**src/rdma_pkg.sv**
```systemverilog
// Package for the range dropout moving average block.
// Holds field widths, default sizes and a shared helper function.
// No dependencies.
package rdma_pkg;

    localparam int DATA_W   = 16;
    localparam int IDX_W    = 2;
    localparam int STREAK_W = 2;

    localparam logic [STREAK_W-1:0] STREAK_MAX = 2'd3;
    localparam logic [DATA_W-1:0]   CAP_RESET  = 16'hFFFF;

    localparam int SENSORS_DEF = 4;
    localparam int WINDOW_DEF  = 5;

    // running total width: room for WINDOW full-scale readings
    function automatic int total_w(input int window);
        return DATA_W + $clog2(window);
    endfunction

endpackage

```
**src/rdma_if.sv**
```systemverilog
// Channel interfaces for the range dropout moving average block.
// Input readings, filtered results and the cap register write channel.
// Depends on rdma_pkg.
interface rdma_in_if;
    logic                        valid;
    logic                        ready;
    logic [rdma_pkg::IDX_W-1:0]  sensor_index;
    logic [rdma_pkg::DATA_W-1:0] range_value;

    modport source (output valid, sensor_index, range_value, input ready);
    modport sink   (input valid, sensor_index, range_value, output ready);
endinterface

interface rdma_out_if;
    logic                        valid;
    logic                        ready;
    logic [rdma_pkg::IDX_W-1:0]  sensor_out;
    logic [rdma_pkg::DATA_W-1:0] filtered_cm;
    logic                        updated;

    modport source (output valid, sensor_out, filtered_cm, updated, input ready);
    modport sink   (input valid, sensor_out, filtered_cm, updated, output ready);
endinterface

interface rdma_cfg_if;
    logic                        valid;
    logic                        ready;
    logic [rdma_pkg::DATA_W-1:0] value_cap;

    modport source (output valid, value_cap, input ready);
    modport sink   (input valid, value_cap, output ready);
endinterface

```
**src/rdma_round.sv**
```systemverilog
// Rounded mean of a window total: floor((2*total + WINDOW) / (2*WINDOW)).
// Constant division done as one multiply by a rounded-up reciprocal.
// Depends on rdma_pkg.
module rdma_round #(
    parameter int  WINDOW = rdma_pkg::WINDOW_DEF,
    localparam int TW     = rdma_pkg::total_w(WINDOW)
) (
    input  logic [TW-1:0]               i_total,
    output logic [rdma_pkg::DATA_W-1:0] o_avg
);

    localparam int XW = TW + 1;
    localparam int L  = $clog2(2 * WINDOW);
    localparam int S  = XW + L;
    localparam int MW = XW + 2;
    localparam int PW = XW + MW;
    localparam int QW = PW - S;

    localparam logic [63:0] DIVISOR = 64'(2 * WINDOW);
    localparam logic [63:0] RECIP   = ((64'd1 << S) + DIVISOR - 64'd1) / DIVISOR;

    logic [XW-1:0] x;
    logic [PW-1:0] prod;
    logic [QW-1:0] quot;

    assign x    = {i_total, 1'b0} + XW'(WINDOW);
    assign prod = {{MW{1'b0}}, x} * {{XW{1'b0}}, RECIP[MW-1:0]};
    assign quot = prod[PW-1:S];

    assign o_avg = (|quot[QW-1:rdma_pkg::DATA_W]) ? {rdma_pkg::DATA_W{1'b1}}
                                                  : quot[rdma_pkg::DATA_W-1:0];

endmodule

```
**src/rdma_filt.sv**
```systemverilog
// Per-sensor filter state: ring buffers, write slots, running totals, zero streaks.
// Applies one reading per cycle while i_go is high and returns the new total (held total if suppressed).
// Depends on rdma_pkg.
module rdma_filt #(
    parameter int  SENSORS = rdma_pkg::SENSORS_DEF,
    parameter int  WINDOW  = rdma_pkg::WINDOW_DEF,
    localparam int TW      = rdma_pkg::total_w(WINDOW)
) (
    input  logic                        i_clk,
    input  logic                        i_rst_n,
    input  logic                        i_go,
    input  logic [rdma_pkg::IDX_W-1:0]  i_sensor,
    input  logic [rdma_pkg::DATA_W-1:0] i_range,
    output logic [TW-1:0]               o_total,
    output logic                        o_updated
);

    localparam int SW = (SENSORS > 1) ? $clog2(SENSORS) : 1;
    localparam int PW = (WINDOW > 1) ? $clog2(WINDOW) : 1;

    logic [rdma_pkg::DATA_W-1:0]   r_win    [SENSORS][WINDOW];
    logic [PW-1:0]                 r_slot   [SENSORS];
    logic [TW-1:0]                 r_total  [SENSORS];
    logic [rdma_pkg::STREAK_W-1:0] r_streak [SENSORS];

    logic                        in_rng;
    logic [SW-1:0]               sel;
    logic [PW-1:0]               cur_slot;
    logic [PW-1:0]               n_slot;
    logic [rdma_pkg::DATA_W-1:0] old_val;
    logic                        zero;
    logic                        suppress;
    logic [TW-1:0]               n_total;

    assign in_rng   = {{(32-rdma_pkg::IDX_W){1'b0}}, i_sensor} < 32'(SENSORS);
    assign sel      = SW'(i_sensor);
    assign cur_slot = r_slot[sel];
    assign old_val  = r_win[sel][cur_slot];
    assign zero     = (i_range == '0);
    assign suppress = zero && (r_streak[sel] != rdma_pkg::STREAK_MAX);
    assign n_total  = r_total[sel] - TW'(old_val) + TW'(i_range);
    assign n_slot   = (cur_slot == PW'(WINDOW - 1)) ? '0 : cur_slot + 1'b1;

    assign o_updated = in_rng && !suppress;
    assign o_total   = !in_rng  ? '0 :
                       suppress ? r_total[sel] : n_total;

    always_ff @(posedge i_clk) begin
        if (!i_rst_n) begin
            for (int s = 0; s < SENSORS; s++) begin
                r_slot[s]   <= '0;
                r_total[s]  <= '0;
                r_streak[s] <= '0;
                for (int w = 0; w < WINDOW; w++) begin
                    r_win[s][w] <= '0;
                end
            end
        end else if (i_go && o_updated) begin
            r_win[sel][cur_slot] <= i_range;
            r_slot[sel]          <= n_slot;
            r_total[sel]         <= n_total;
            if (!zero) begin
                r_streak[sel] <= '0;
            end
        end else if (i_go && in_rng && suppress) begin
            r_streak[sel] <= r_streak[sel] + 1'b1;
        end
    end

    a_slot_range: assert property (@(posedge i_clk) disable iff (!i_rst_n)
        in_rng |-> (32'(cur_slot) < WINDOW))
        else $error("write slot out of window");

    a_streak_inc: assert property (@(posedge i_clk) disable iff (!i_rst_n)
        (i_go && in_rng && suppress) |=>
        (r_streak[$past(sel)] == $past(r_streak[sel]) + 1'b1))
        else $error("suppressed zero did not advance streak");

    a_streak_clr: assert property (@(posedge i_clk) disable iff (!i_rst_n)
        (i_go && o_updated && !zero) |=> (r_streak[$past(sel)] == '0))
        else $error("nonzero reading did not clear streak");

    a_total_upd: assert property (@(posedge i_clk) disable iff (!i_rst_n)
        (i_go && o_updated) |=> (r_total[$past(sel)] == $past(o_total)))
        else $error("running total not stored");

endmodule

```
**src/range_dropout_moving_average_top.sv**
```systemverilog
// Range dropout moving average: per-sensor moving average with zero-dropout reject.
// Three-register pipeline: input register, filter update, rounding and cap.
// Depends on rdma_pkg, rdma_if, rdma_filt and rdma_round.
//
// Usage: i_in carries one range reading per transfer, tagged with its sensor.
// Each transfer on i_in produces exactly one transfer on o_out, in order,
// carrying the sensor, its held average limited to the cap, and whether the
// reading entered the average (isolated zeros up to three in a row do not).
// i_cfg writes the cap and is always ready; the user writes it only while the
// block is idle, which the block itself does not enforce. Each reading is
// registered in the input, filter and output stages. Throughput: one reading
// per cycle unless o_out stalls, set by the read-update-write of per-sensor state.
// Reset clears all ring buffers, totals, slots and streaks to zero and sets
// the cap to 65535. When the receiver stalls, the output holds and the stages
// behind it fill; i_in.ready drops once all three registers are occupied.
module range_dropout_moving_average_top #(
    parameter int SENSORS = rdma_pkg::SENSORS_DEF,
    parameter int WINDOW  = rdma_pkg::WINDOW_DEF
) (
    input  logic           i_clk,
    input  logic           i_rst_n,
    rdma_in_if.sink        i_in,
    rdma_out_if.source     o_out,
    rdma_cfg_if.sink       i_cfg
);

    localparam int TW = rdma_pkg::total_w(WINDOW);

    logic [rdma_pkg::DATA_W-1:0] r_cap;

    logic                        r1_vld;
    logic [rdma_pkg::IDX_W-1:0]  r1_sensor;
    logic [rdma_pkg::DATA_W-1:0] r1_range;

    logic                        r2_vld;
    logic [rdma_pkg::IDX_W-1:0]  r2_sensor;
    logic [TW-1:0]               r2_total;
    logic                        r2_upd;

    logic                        r3_vld;
    logic [rdma_pkg::IDX_W-1:0]  r3_sensor;
    logic [rdma_pkg::DATA_W-1:0] r3_filt;
    logic                        r3_upd;

    logic                        en1, en2, en3;
    logic                        go;
    logic [TW-1:0]               f_total;
    logic                        f_upd;
    logic [rdma_pkg::DATA_W-1:0] avg;
    logic [rdma_pkg::DATA_W-1:0] capped;

    assign en3 = !r3_vld || o_out.ready;
    assign en2 = !r2_vld || en3;
    assign en1 = !r1_vld || en2;
    assign go  = r1_vld && en2;

    assign i_in.ready  = en1;
    assign i_cfg.ready = 1'b1;

    always_ff @(posedge i_clk) begin
        if (!i_rst_n) begin
            r_cap <= rdma_pkg::CAP_RESET;
        end else if (i_cfg.valid) begin
            r_cap <= i_cfg.value_cap;
        end
    end

    rdma_filt #(
        .SENSORS (SENSORS),
        .WINDOW  (WINDOW)
    ) u_filt (
        .i_clk     (i_clk),
        .i_rst_n   (i_rst_n),
        .i_go      (go),
        .i_sensor  (r1_sensor),
        .i_range   (r1_range),
        .o_total   (f_total),
        .o_updated (f_upd)
    );

    rdma_round #(
        .WINDOW (WINDOW)
    ) u_round (
        .i_total (r2_total),
        .o_avg   (avg)
    );

    assign capped = (avg < r_cap) ? avg : r_cap;

    always_ff @(posedge i_clk) begin
        if (!i_rst_n) begin
            r1_vld <= 1'b0;
            r2_vld <= 1'b0;
            r3_vld <= 1'b0;
        end else begin
            if (en1) begin
                r1_vld <= i_in.valid;
            end
            if (en2) begin
                r2_vld <= r1_vld;
            end
            if (en3) begin
                r3_vld <= r2_vld;
            end
        end
    end

    always_ff @(posedge i_clk) begin
        if (en1 && i_in.valid) begin
            r1_sensor <= i_in.sensor_index;
            r1_range  <= i_in.range_value;
        end
        if (go) begin
            r2_sensor <= r1_sensor;
            r2_total  <= f_total;
            r2_upd    <= f_upd;
        end
        if (en3 && r2_vld) begin
            r3_sensor <= r2_sensor;
            r3_filt   <= capped;
            r3_upd    <= r2_upd;
        end
    end

    assign o_out.valid       = r3_vld;
    assign o_out.sensor_out  = r3_sensor;
    assign o_out.filtered_cm = r3_filt;
    assign o_out.updated     = r3_upd;

endmodule

```
**src/flat_wrapper.sv**
```systemverilog
// flat-port wrapper written by rule: the top's interface ports become plain ports
module range_dropout_moving_average_top_flat 
#(
    parameter int SENSORS = rdma_pkg::SENSORS_DEF,
    parameter int WINDOW  = rdma_pkg::WINDOW_DEF
)
  (i_clk, i_rst_n, i_in_valid, i_in_sensor_index, i_in_range_value, i_in_ready, o_out_valid, o_out_sensor_out, o_out_filtered_cm, o_out_updated, o_out_ready, i_cfg_valid, i_cfg_value_cap, i_cfg_ready);
  rdma_in_if i_in_i ();
  rdma_out_if o_out_i ();
  rdma_cfg_if i_cfg_i ();
  input  logic i_clk;
  input  logic i_rst_n;
  input wire logic [$bits(i_in_i.valid)-1:0] i_in_valid;
  input wire logic [$bits(i_in_i.sensor_index)-1:0] i_in_sensor_index;
  input wire logic [$bits(i_in_i.range_value)-1:0] i_in_range_value;
  output wire logic [$bits(i_in_i.ready)-1:0] i_in_ready;
  output wire logic [$bits(o_out_i.valid)-1:0] o_out_valid;
  output wire logic [$bits(o_out_i.sensor_out)-1:0] o_out_sensor_out;
  output wire logic [$bits(o_out_i.filtered_cm)-1:0] o_out_filtered_cm;
  output wire logic [$bits(o_out_i.updated)-1:0] o_out_updated;
  input wire logic [$bits(o_out_i.ready)-1:0] o_out_ready;
  input wire logic [$bits(i_cfg_i.valid)-1:0] i_cfg_valid;
  input wire logic [$bits(i_cfg_i.value_cap)-1:0] i_cfg_value_cap;
  output wire logic [$bits(i_cfg_i.ready)-1:0] i_cfg_ready;
  assign i_in_i.valid = i_in_valid;
  assign i_in_i.sensor_index = i_in_sensor_index;
  assign i_in_i.range_value = i_in_range_value;
  assign i_in_ready = i_in_i.ready;
  assign o_out_valid = o_out_i.valid;
  assign o_out_sensor_out = o_out_i.sensor_out;
  assign o_out_filtered_cm = o_out_i.filtered_cm;
  assign o_out_updated = o_out_i.updated;
  assign o_out_i.ready = o_out_ready;
  assign i_cfg_i.valid = i_cfg_valid;
  assign i_cfg_i.value_cap = i_cfg_value_cap;
  assign i_cfg_ready = i_cfg_i.ready;
  range_dropout_moving_average_top #(.SENSORS(SENSORS), .WINDOW(WINDOW)) u_core (.i_clk(i_clk), .i_rst_n(i_rst_n), .i_in(i_in_i), .o_out(o_out_i), .i_cfg(i_cfg_i));
endmodule
```
**config.mk**
```make
export PLATFORM = sky130hd
export DESIGN_NAME = range_dropout_moving_average_top_flat
export DESIGN_NICKNAME = d
export VERILOG_FILES = /design/src/rdma_pkg.sv /design/src/rdma_if.sv /design/src/rdma_round.sv /design/src/rdma_filt.sv /design/src/range_dropout_moving_average_top.sv /design/src/flat_wrapper.sv
export SDC_FILE = /design/constraint.sdc
export NUM_CORES = 1
export LEC_CHECK = 0
export ABC_CLOCK_PERIOD_IN_PS = 22100
export BUFFER_PORTS_ARGS = -buffer_cell sky130_fd_sc_hd__clkbuf_2
export CAP_MARGIN = 20
export CORE_ASPECT_RATIO = 1.75
export CORE_MARGIN = 5
export CORE_UTILIZATION = 41
export CTS_BUF_LIST = sky130_fd_sc_hd__clkbuf_4
export CTS_CLUSTER_DIAMETER = 80
export DETAILED_ROUTE_END_ITERATION = 10
export SLEW_MARGIN = 0
export SYNTH_ARGS = -nofsm -noshare
export SYNTH_HDL_FRONTEND = slang
export SYNTH_HIERARCHICAL = 1
export SYNTH_SLANG_ARGS = --single-unit
```
**constraint.sdc**
```tcl
create_clock -name i_clk -period 22.1 [get_ports i_clk]
set_input_delay 2.21 -clock i_clk [delete_from_list [all_inputs] [get_ports i_clk]]
set_output_delay 2.21 -clock i_clk [all_outputs]
set_load 0.02 [all_outputs]
```
==> results.json, run 1 <==
{
  "cp_data_required_time_ns": 22.80,
  "tightestPinTransition_ns": 1.15,
  "holdPathEnd": "u_core/o_out.sensor_out[0]",
  "clkSinkCount": 494,
  "period_share_pct": 50.7,
  "via_per_inst": 5.50,
  "drc": 0,
  "worst_ep_arrival_time_ns": 11.91,
  "drive_gt1_share_pct": 17.0,
  "tritoncts": "done",
  "synth_top_area_share_pct": 46.9,
  "synth_area_leaders": "edfxtp_1 47%, fa_1 9.8%, ha_1 9.7%",
  "cp_max_fo": 16,
  "synth_ff_type": "edfxtp_1",
  "cts_setup_buffers": 0,
  "grt-ovfl-total": 0,
  "min_from": "u_core/r2_sensor[0]",
  "io_pins": 61,
  "die_w_um": 216,
  "grt_pass1_wl_um": 133000,
  "dr.pass1.iters": 5,
  "hold_path_depth": 0,
  "hold_violations": 0,
  "antenna_left": 0,
  "area_growth_pct": 9.70,
  "clk_pin_slew_ns": 0.07,
  "syn_area_um2": 30400,
  "max_cap_violations": 0,
  "layout.nets": 3016,
  "start_util_pct": 41.2,
  "num_vias": 20000,
  "path_class": "reg -> reg",
  "grt_max_degree": 83,
  "period_needed_ns": 11.21,
  "gp_congestion": 0.958,
  "max_freq_mhz": 89.2,
  "ff2ff_path_depth": 30,
  "ctsHtreeMaxLevel": 3,
  "syn_inst": 2484,
  "cts_resized": 0,
  "synth_top_area_cell": "edfxtp_1",
  "fin_setup_tns_ns": 0,
  "coreArea_um2": 73800,
  "synth_area_per_cell_um2": 12.2,
  "rows": 132,
  "clk_root_buffer_cell": "clkbuf_4",
  "tritoncts.num_buffers": 115,
  "die_h_um": 370,
  "clockBufferDepth": 3,
  "port_buffers": 59,
  "grt_pass1_vias": 21800,
  "hold_buffers": 0,
  "antenna_found_initial": 3,
  "hp-class": "reg -> reg",
  "regToRegStartpoint": "u_core/r2_total[1]",
  "die_area_um2": 79900,
  "r2r-end": "u_core/o_out.filtered_cm[2]",
  "cp-start-kind": "flop",
  "grtUsageTotal_pct": 22.4,
  "grt_setup_unrepaired": "false",
  "setup_viol": 0,
  "synth-seq-area-share_pct": 48.2,
  "clkLatencyLatePin_ns": 0.97,
  "netlist-cell-type-count": 79,
  "cp_slowest_cell": "a211oi_4",
  "status": "completed",
  "slew_headroom_pct": 22.5,
  "wirelength_um": 89500,
  "reg2reg_slack_ns": 10.89,
  "drt_iter0_markers": 1221,
  "endpoint_kind": "flop",
  "fin_skew_ns": 0.0843,
  "synthArstFlopShare_pct": 0,
  "drv_slew": 0,
  "synth_edf_count": 475,
  "ys_ff_latch": 494,
  "synth_fp_nets": 2907,
  "slowest_delay_ns": 0.85,
  "yosysWarnings": 6,
  "avgRoutedWirePerCell_um": 24.7,
  "place_hpwl_um": 65500
}
synthesized netlist by cell type (17+ instances only):
| cell type | count |
|---|---|
| inv_1 | 289 |
| nor2_1 | 439 |
| a21o_1 | 17 |
| clkbuf_1 | 51 |
| buf_2 | 30 |
| mux4_2 | 103 |
| o211ai_1 | 21 |
| nand3_1 | 19 |
| xnor2_1 | 44 |
| mux2i_1 | 19 |
| fa_1 | 149 |
| o21ai_0 | 66 |
| nand2_1 | 183 |
| ha_1 | 235 |
| o22ai_1 | 18 |
| xor2_1 | 26 |
| edfxtp_1 | 475 |
| dfxtp_1 | 19 |
| a21oi_1 | 65 |
area by class of cell:
cell class,count,area (um2)
clock buffers,167,1250
well taps,938,1170
inverters,292,1100
flip-flops and latches,494,14600
clock inverters,43,215
multi-input cells,1594,14300
repair buffers,96,606
diodes,5,12.5
fillers,6792,40500
cells in the final DEF, fill, tap and decap left out, types with 5 or more instances in the layout:
cell type,n
o21ai_2,8
fa_1,149
a21o_1,17
a31oi_1,11
a21oi_1,65
and2_1,7
inv_1,289
xnor2_1,44
o21bai_1,11
clkinv_2,7
nand2_1,183
ha_1,235
xor2_1,26
o21a_1,7
and3_1,15
o21ai_0,45
nor2_1,437
o22ai_1,18
mux2i_1,19
nand2b_1,7
nor3_1,10
mux2_4,10
a221o_1,8
mux2_2,7
o21ai_4,14
o211ai_1,21
nand4_1,12
dfxtp_1,19
mux4_2,103
clkinv_1,31
diode_2,5
nor4_1,8
clkbuf_4,167
clkbuf_2,59
edfxtp_1,475
buf_4,35
nand3_1,18
worst max-delay path: cells and delay by family (launching register included):
family / cells / cell delay, ns
adders and majority gates: 10 / 4.15
AOI/OAI and AO/OA: 8 / 3.66
and+or+nand+nor: 6 / 1.38
xor gates and xnor gates: 1 / 0.61
DFF: 1 / 0.55
muxes: 1 / 0.42
buffers and inverters: 4 / 0.19
per-layer routing:
layer	track usage [%]	wire length (um)
met2	43.8	50400
met3	3.52	4090
met4	13.5	6070
met5	0	13
met1	21.7	28900
per-stage QoR:
stage,area [um2],hold WS (ns),utilization (%),instances,worst slack [ns]
finish,33400,0.423,45.2,3629,10.89
global placement,31800,0.406,43.1,3413,11.01
floorplan,30400,0.400,-,2484,13.57
CTS,33300,0.423,45.1,3623,10.94
global route,33400,0.436,45.2,3629,10.43
detailed placement,31800,0.405,43.1,3413,10.91
worst max path at each step:
stage	cells after the start	end	start
finish	30	u_core/o_out.filtered_cm[2]	u_core/r2_total[1]
global route	31	u_core/o_out.filtered_cm[2]	u_core/r2_total[1]
CTS	31	u_core/o_out.filtered_cm[2]	u_core/r2_total[1]
detailed placement	31	u_core/o_out.filtered_cm[15]	u_core/r2_total[1]
global placement	30	u_core/o_out.filtered_cm[3]	u_core/r2_total[1]
floorplan	33	u_core/o_out.filtered_cm[10]	u_core/r2_total[6]
sequential cells by signal (all words and copies together) (netlist names):
| register | cells |
|---|---|
| u_core/r2_total | 19 |
| u_core/o_out.valid | 1 |
| u_core/r2_upd | 1 |
| u_core/r1_vld | 1 |
| u_core/o_out.updated | 1 |
| u_core/o_out.filtered_cm | 16 |
| u_core/r_cap | 16 |
| u_core/r1_sensor | 2 |
| u_core/r2_vld | 1 |
| u_core/o_out.sensor_out | 2 |
| u_core/u_filt/r_streak | 8 |
| u_core/u_filt/r_slot | 12 |
| u_core/r2_sensor | 2 |
| u_core/u_filt/r_win | 320 |
| u_core/u_filt/r_total | 76 |
| u_core/r1_range | 16 |
cell families after synthesis:
| group | share of synthesized area (%) |
|---|---|
| xor+xnor | 2.02 |
| flops | 48.2 |
| fa+ha+maj | 19.5 |
| other cells | 0.0123 |
| mux | 9.01 |
| compound gates | 5.83 |
| buf+inv | 5.37 |
| simple gates | 10.1 |
Power of run 1 is left out: the tool's default activity adds up to more than one toggle a clock period on the data nets, which glitch-free logic cannot reach.
==> run 2, diff against run 1 <==
--- a/config.mk
+++ b/config.mk
@@ -5,7 +5,7 @@
 export SDC_FILE = /design/constraint.sdc
 export NUM_CORES = 1
 export LEC_CHECK = 0
-export ABC_CLOCK_PERIOD_IN_PS = 22100
+export ABC_CLOCK_PERIOD_IN_PS = 9300
 export BUFFER_PORTS_ARGS = -buffer_cell sky130_fd_sc_hd__clkbuf_2
 export CAP_MARGIN = 20
 export CORE_ASPECT_RATIO = 1.75
==> constraint.sdc (replaced) <==
create_clock -name i_clk -period 9.3 [get_ports i_clk]
set_input_delay 0.93 -clock i_clk [delete_from_list [all_inputs] [get_ports i_clk]]
set_output_delay 0.93 -clock i_clk [all_outputs]
set_load 0.02 [all_outputs]
==> results.json, run 2 (synthesis results as in run 1) <==
{
  "wl_met1_um": 28700,
  "max_freq_mhz": 113,
  "area_growth_pct": 10.8,
  "max_cap_violations": 0,
  "grt-ovfl-total": 0,
  "fin_setup_tns_ns": 0,
  "reg2reg_slack_ns": 0.42,
  "wirelength_um": 89700,
  "ff2ff_path_depth": 34,
  "cp-start-kind": "flop",
  "clk_pin_slew_ns": 0.07,
  "die_h_um": 370,
  "hp-class": "in -> reg",
  "met2WireLength_um": 50300,
  "dpl.cell_count": 3445,
  "place_hpwl_um": 66100,
  "tightestPinTransition_ns": 1.12,
  "hold_buffers": 0,
  "path_delay_family": "adder cells",
  "layout.nets": 3051,
  "critPathBufInv": 9,
  "cp_data_required_time_ns": 10.00,
  "via_per_inst": 5.51,
  "endpoint_kind": "flop",
  "layout_commonest_cell": "edfxtp_1",
  "grt_pass1_vias": 22000,
  "holdPathEnd": "u_core/r1_range[2]",
  "worst_ep_arrival_time_ns": 9.57,
  "cp_slowest_cell": "fa_1",
  "hold_violations": 0,
  "dr.pass1.iters": 7,
  "grtUsageTotal_pct": 22.4,
  "grt_max_degree": 69,
  "slew_headroom_pct": 24.8,
  "antenna_left": 0,
  "period_needed_ns": 8.88,
  "drive_gt1_share_pct": 18.8,
  "clockBufferDepth": 3,
  "final_cells": 3654,
  "die_area_um2": 79900,
  "top_register": "u_core/u_filt/r_win",
  "cp_max_fo": 6,
  "dpl-instance-area_um2": 32100,
  "tritoncts": "done",
  "status": "completed",
  "largest_reg_flops": 320,
  "slowest_delay_ns": 0.53,
  "grt_pass1_wl_um": 133000,
  "fin_skew_ns": 0.0719,
  "port_buffers": 59,
  "clkLatencyLatePin_ns": 0.96,
  "num_vias": 20100,
  "antenna_found_initial": 3,
  "drc": 0,
  "gp_congestion": 0.936,
  "clkSinkCount": 494,
  "start_util_pct": 41.2,
  "largest_registers": "u_core/u_filt/r_win x320, u_core/u_filt/r_total x76, u_core/r2_total x19",
  "tritoncts.num_buffers": 116,
  "coreArea_um2": 73800,
  "rows": 132,
  "setup_viol": 0,
  "avgRoutedWirePerCell_um": 24.5,
  "regToRegStartpoint": "u_core/r2_total[3]",
  "ctsHtreeMaxLevel": 3,
  "clk_root_buffer_cell": "clkbuf_4",
  "period_share_pct": 95.5,
  "r2r-end": "u_core/o_out.filtered_cm[4]",
  "hold_path_depth": 1,
  "final_cell_area_um2": 33700,
  "drt_iter0_markers": 1326,
  "top_layer": "met4",
  "path_class": "reg -> reg",
  "min_from": "i_in_range_value[2]",
  "layout_common_cells": "475 x edfxtp_1, 434 x nor2_1, 288 x inv_1",
  "die_w_um": 216,
  "dr_wl_met3_um": 4200,
  "drv_slew": 0,
  "io_pins": 61
}
-- run 2: cell types whose count changed in the layout (fill, tap and decap cells not counted), sizes merged --
cell,before,now
clkinvlp,0,1
clkinv,40,27
bufinv,1,2
clkbuf,226,228
buf,37,71
-- run 2: stage by stage --
| stage | util, % | hold WS, ns | setup WS, ns |
|---|---|---|---|
| floorplan | - | 0.400 | 0.766 |
| global placement | 43.4 | 0.405 | 0.204 |
| detailed placement | 43.5 | 0.405 | 0.0887 |
| CTS | 45.5 | 0.0244 | 0.138 |
| global route | 45.6 | 0.0660 | -0.0146 |
| finish | 45.6 | 0.148 | 0.421 |
-- run 2: final cells by class --
class / instances / area [um2]
fillers: 6776 / 40100
diodes: 5 / 12.5
inverters: 292 / 1100
clock buffers: 169 / 1270
multi-input cells: 1594 / 14400
repair buffers: 130 / 865
clock inverters: 32 / 204
flip-flops and latches: 494 / 14600
well taps: 938 / 1170
-- run 2: timing repair --
action                     CTS  global route
gates resized for setup      0            18
setup buffers                0             3
setup endpoints to repair    0            16
-- run 2: metal layers --
metal,global-route usage (%),vias up
li1,-,9083
met1,21.8,10100
met2,43.4,719
met3,3.35,269
met4,14.5,0
met5,0,-
-- run 2: worst reg2reg max path: cells and delay by family (launching register included) --
| family | cells | cell delay [ns] |
|---|---|---|
| AOI/OAI and AO/OA | 8 | 1.63 |
| adders and majority gates | 9 | 3.77 |
| buffers and inverters | 9 | 1.04 |
| xor gates and xnor gates | 1 | 0.20 |
| muxes | 1 | 0.34 |
| and+or+nand+nor | 6 | 1.29 |
| DFF | 1 | 0.44 |
-- run 2: worst max-delay path by stage --
stage / startpoint / to / slack, ns / depth (start not counted)
6_report: u_core/r2_total[3] / u_core/o_out.filtered_cm[4] / 0.42 / 34
3_3_place_gp: u_core/r2_total[2] / u_core/o_out.filtered_cm[15] / 0.20 / 32
5_1_grt: u_core/r2_total[3] / u_core/o_out.filtered_cm[4] / -0.01 / 35
2_1_floorplan: u_core/r2_total[6] / u_core/o_out.filtered_cm[10] / 0.77 / 33
3_5_place_dp: u_core/r2_total[2] / u_core/o_out.filtered_cm[13] / 0.09 / 31
4_1_cts: u_core/r2_total[2] / u_core/o_out.filtered_cm[13] / 0.14 / 31
Power of run 2 is left out for the same reason.
==> run 3, diff against run 2 <==
--- a/config.mk
+++ b/config.mk
@@ -6,7 +6,7 @@
 export NUM_CORES = 1
 export LEC_CHECK = 0
 export ABC_CLOCK_PERIOD_IN_PS = 9300
-export BUFFER_PORTS_ARGS = -buffer_cell sky130_fd_sc_hd__clkbuf_2
+export BUFFER_PORTS_ARGS = -buffer_cell sky130_fd_sc_hd__buf_4
 export CAP_MARGIN = 20
 export CORE_ASPECT_RATIO = 1.75
 export CORE_MARGIN = 5
==> results.json, run 3 (synthesis results as in run 1) <==
{
  "die_w_um": 216,
  "dr.pass1.iters": 6,
  "ff2ff_path_depth": 30,
  "num_vias": 20100,
  "layout_common_cells": "475 x edfxtp_1, 436 x nor2_1, 289 x inv_1",
  "endpoint_kind": "flop",
  "clkLatencyLatePin_ns": 0.98,
  "io_pins": 61,
  "largest_registers": "u_core/u_filt/r_win x320, u_core/u_filt/r_total x76, u_core/r2_total x19",
  "clockBufferDepth": 3,
  "cp_max_fo": 15,
  "path_class": "reg -> reg",
  "cp-start-kind": "flop",
  "gp_congestion": 0.976,
  "hold_slack_ns": 0.141,
  "hp-class": "in -> reg",
  "fin_skew_ns": 0.102,
  "port_buffers": 59,
  "max_freq_mhz": 112,
  "path_delay_family": "adder cells",
  "slowest_delay_ns": 0.57,
  "grt_pass1_vias": 21600,
  "reg2reg_slack_ns": 0.40,
  "drt_iter0_markers": 1509,
  "tritoncts": "done",
  "regToRegStartpoint": "u_core/r2_total[8]",
  "rows": 132,
  "die_area_um2": 79900,
  "critPathBufInv": 3,
  "worst_ep_arrival_time_ns": 9.63,
  "holdPathEnd": "u_core/r1_range[2]",
  "hold_violations": 0,
  "layout.nets": 3040,
  "antenna_left": 0,
  "period_needed_ns": 8.90,
  "place_hpwl_um": 65500,
  "top_register": "u_core/u_filt/r_win",
  "r2r-end": "u_core/o_out.filtered_cm[15]",
  "tightestPinTransition_ns": 1.09,
  "slew_headroom_pct": 27.2,
  "avgRoutedWirePerCell_um": 24.4,
  "hold_buffers": 0,
  "status": "completed",
  "cp_data_required_time_ns": 10.02,
  "drc": 0,
  "via_per_inst": 5.52,
  "grtUsageTotal_pct": 22.1,
  "fillers": 6719,
  "max_cap_violations": 0,
  "clk_pin_slew_ns": 0.07,
  "hold_path_depth": 1,
  "min_from": "i_in_range_value[2]",
  "tritoncts.num_buffers": 116,
  "cp_common_cell": "fa_1",
  "clk_root_buffer_cell": "clkbuf_4",
  "area_growth_pct": 11.2,
  "drive_gt1_share_pct": 18.3,
  "start_util_pct": 41.2,
  "grt_pass1_wl_um": 131000,
  "wirelength_um": 88900,
  "layout_commonest_cell": "edfxtp_1",
  "cp_slowest_cell": "fa_1",
  "antenna_found_initial": 2,
  "period_share_pct": 95.7,
  "clkSinkCount": 494,
  "grt-ovfl-total": 0,
  "drv_slew": 0,
  "coreArea_um2": 73800,
  "grt_max_degree": 69,
  "largest_reg_flops": 320,
  "setup_viol": 0,
  "die_h_um": 370,
  "ctsHtreeMaxLevel": 3
}
-- run 3: cell types whose count changed in the layout (fill, tap and decap cells not counted), moves of 8 or more --
cell	before	now
o21ai_4	13	21
buf_4	68	116
clkbuf_2	59	0
o21ai_2	9	1
clkinv_1	17	27
-- run 3: worst reg2reg max path, delay by kind of cell (launching register included) --
kind,cells,cell delay [ns]
muxes,1,0.35
adders and majority gates,9,3.88
and+or+nand+nor,7,1.12
DFF,1,0.42
buffers and inverters,3,0.63
AOI/OAI and AO/OA,9,2.13
xor gates and xnor gates,1,0.22
-- run 3: layout make-up --
cell class,count,area (um2),area share (%)
diodes,3,7.51,0.0222
clock buffers,167,1250,3.71
clock inverters,42,236,0.700
inverters,292,1100,3.25
multi-input cells,1594,14500,42.8
flip-flops and latches,494,14600,43.3
well taps,938,1170,3.47
repair buffers,119,926,2.74
-- run 3: what timing repair did --
action | 4_1_cts | 5_1_grt
pin swaps | 0 | 1
setup endpoints to repair | 16 | 16
endpoints found under the hold margin | 0 | 0
gates resized for setup | 1 | 13
setup buffers | 0 | 1
-- run 3: worst max-delay path by stage --
stage	startpoint	cells past startpoint	slack (ns)	to
after CTS	u_core/r2_total[6]	33	0.04	u_core/o_out.filtered_cm[15]
after detailed placement	u_core/r2_total[6]	33	-0.26	u_core/o_out.filtered_cm[10]
after global routing	u_core/r2_total[8]	34	-0.006	u_core/o_out.filtered_cm[15]
after floorplan	u_core/r2_total[6]	33	0.77	u_core/o_out.filtered_cm[10]
after global placement	u_core/r2_total[8]	33	-0.19	u_core/o_out.filtered_cm[15]
final	u_core/r2_total[8]	30	0.40	u_core/o_out.filtered_cm[15]
-- run 3: layer usage --
metal / GRT usage [%] / wire [um] / vias to the layer above
li1: - / - / 9076
met1: 21.7 / 28900 / 10000
met5: 0 / 0 / -
met4: 14.7 / 6860 / 0
met3: 3.66 / 4360 / 293
met2: 42.1 / 48800 / 750
-- run 3: metrics by stage --
stage | setup WS, ns | util, % | cell area (um2) | setup TNS (ns) | instances
after CTS | 0.0373 | 45.7 | 33700 | 0 | 3644
after global placement | -0.185 | 43.6 | 32200 | -2.61 | 3434
after floorplan | 0.766 | - | 30400 | 0 | 2484
final | 0.397 | 45.8 | 33800 | 0 | 3649
after detailed placement | -0.256 | 43.6 | 32200 | -3.94 | 3435
after global routing | -0.00611 | 45.8 | 33800 | -0.00787 | 3649
Power of run 3 is left out for the same reason.
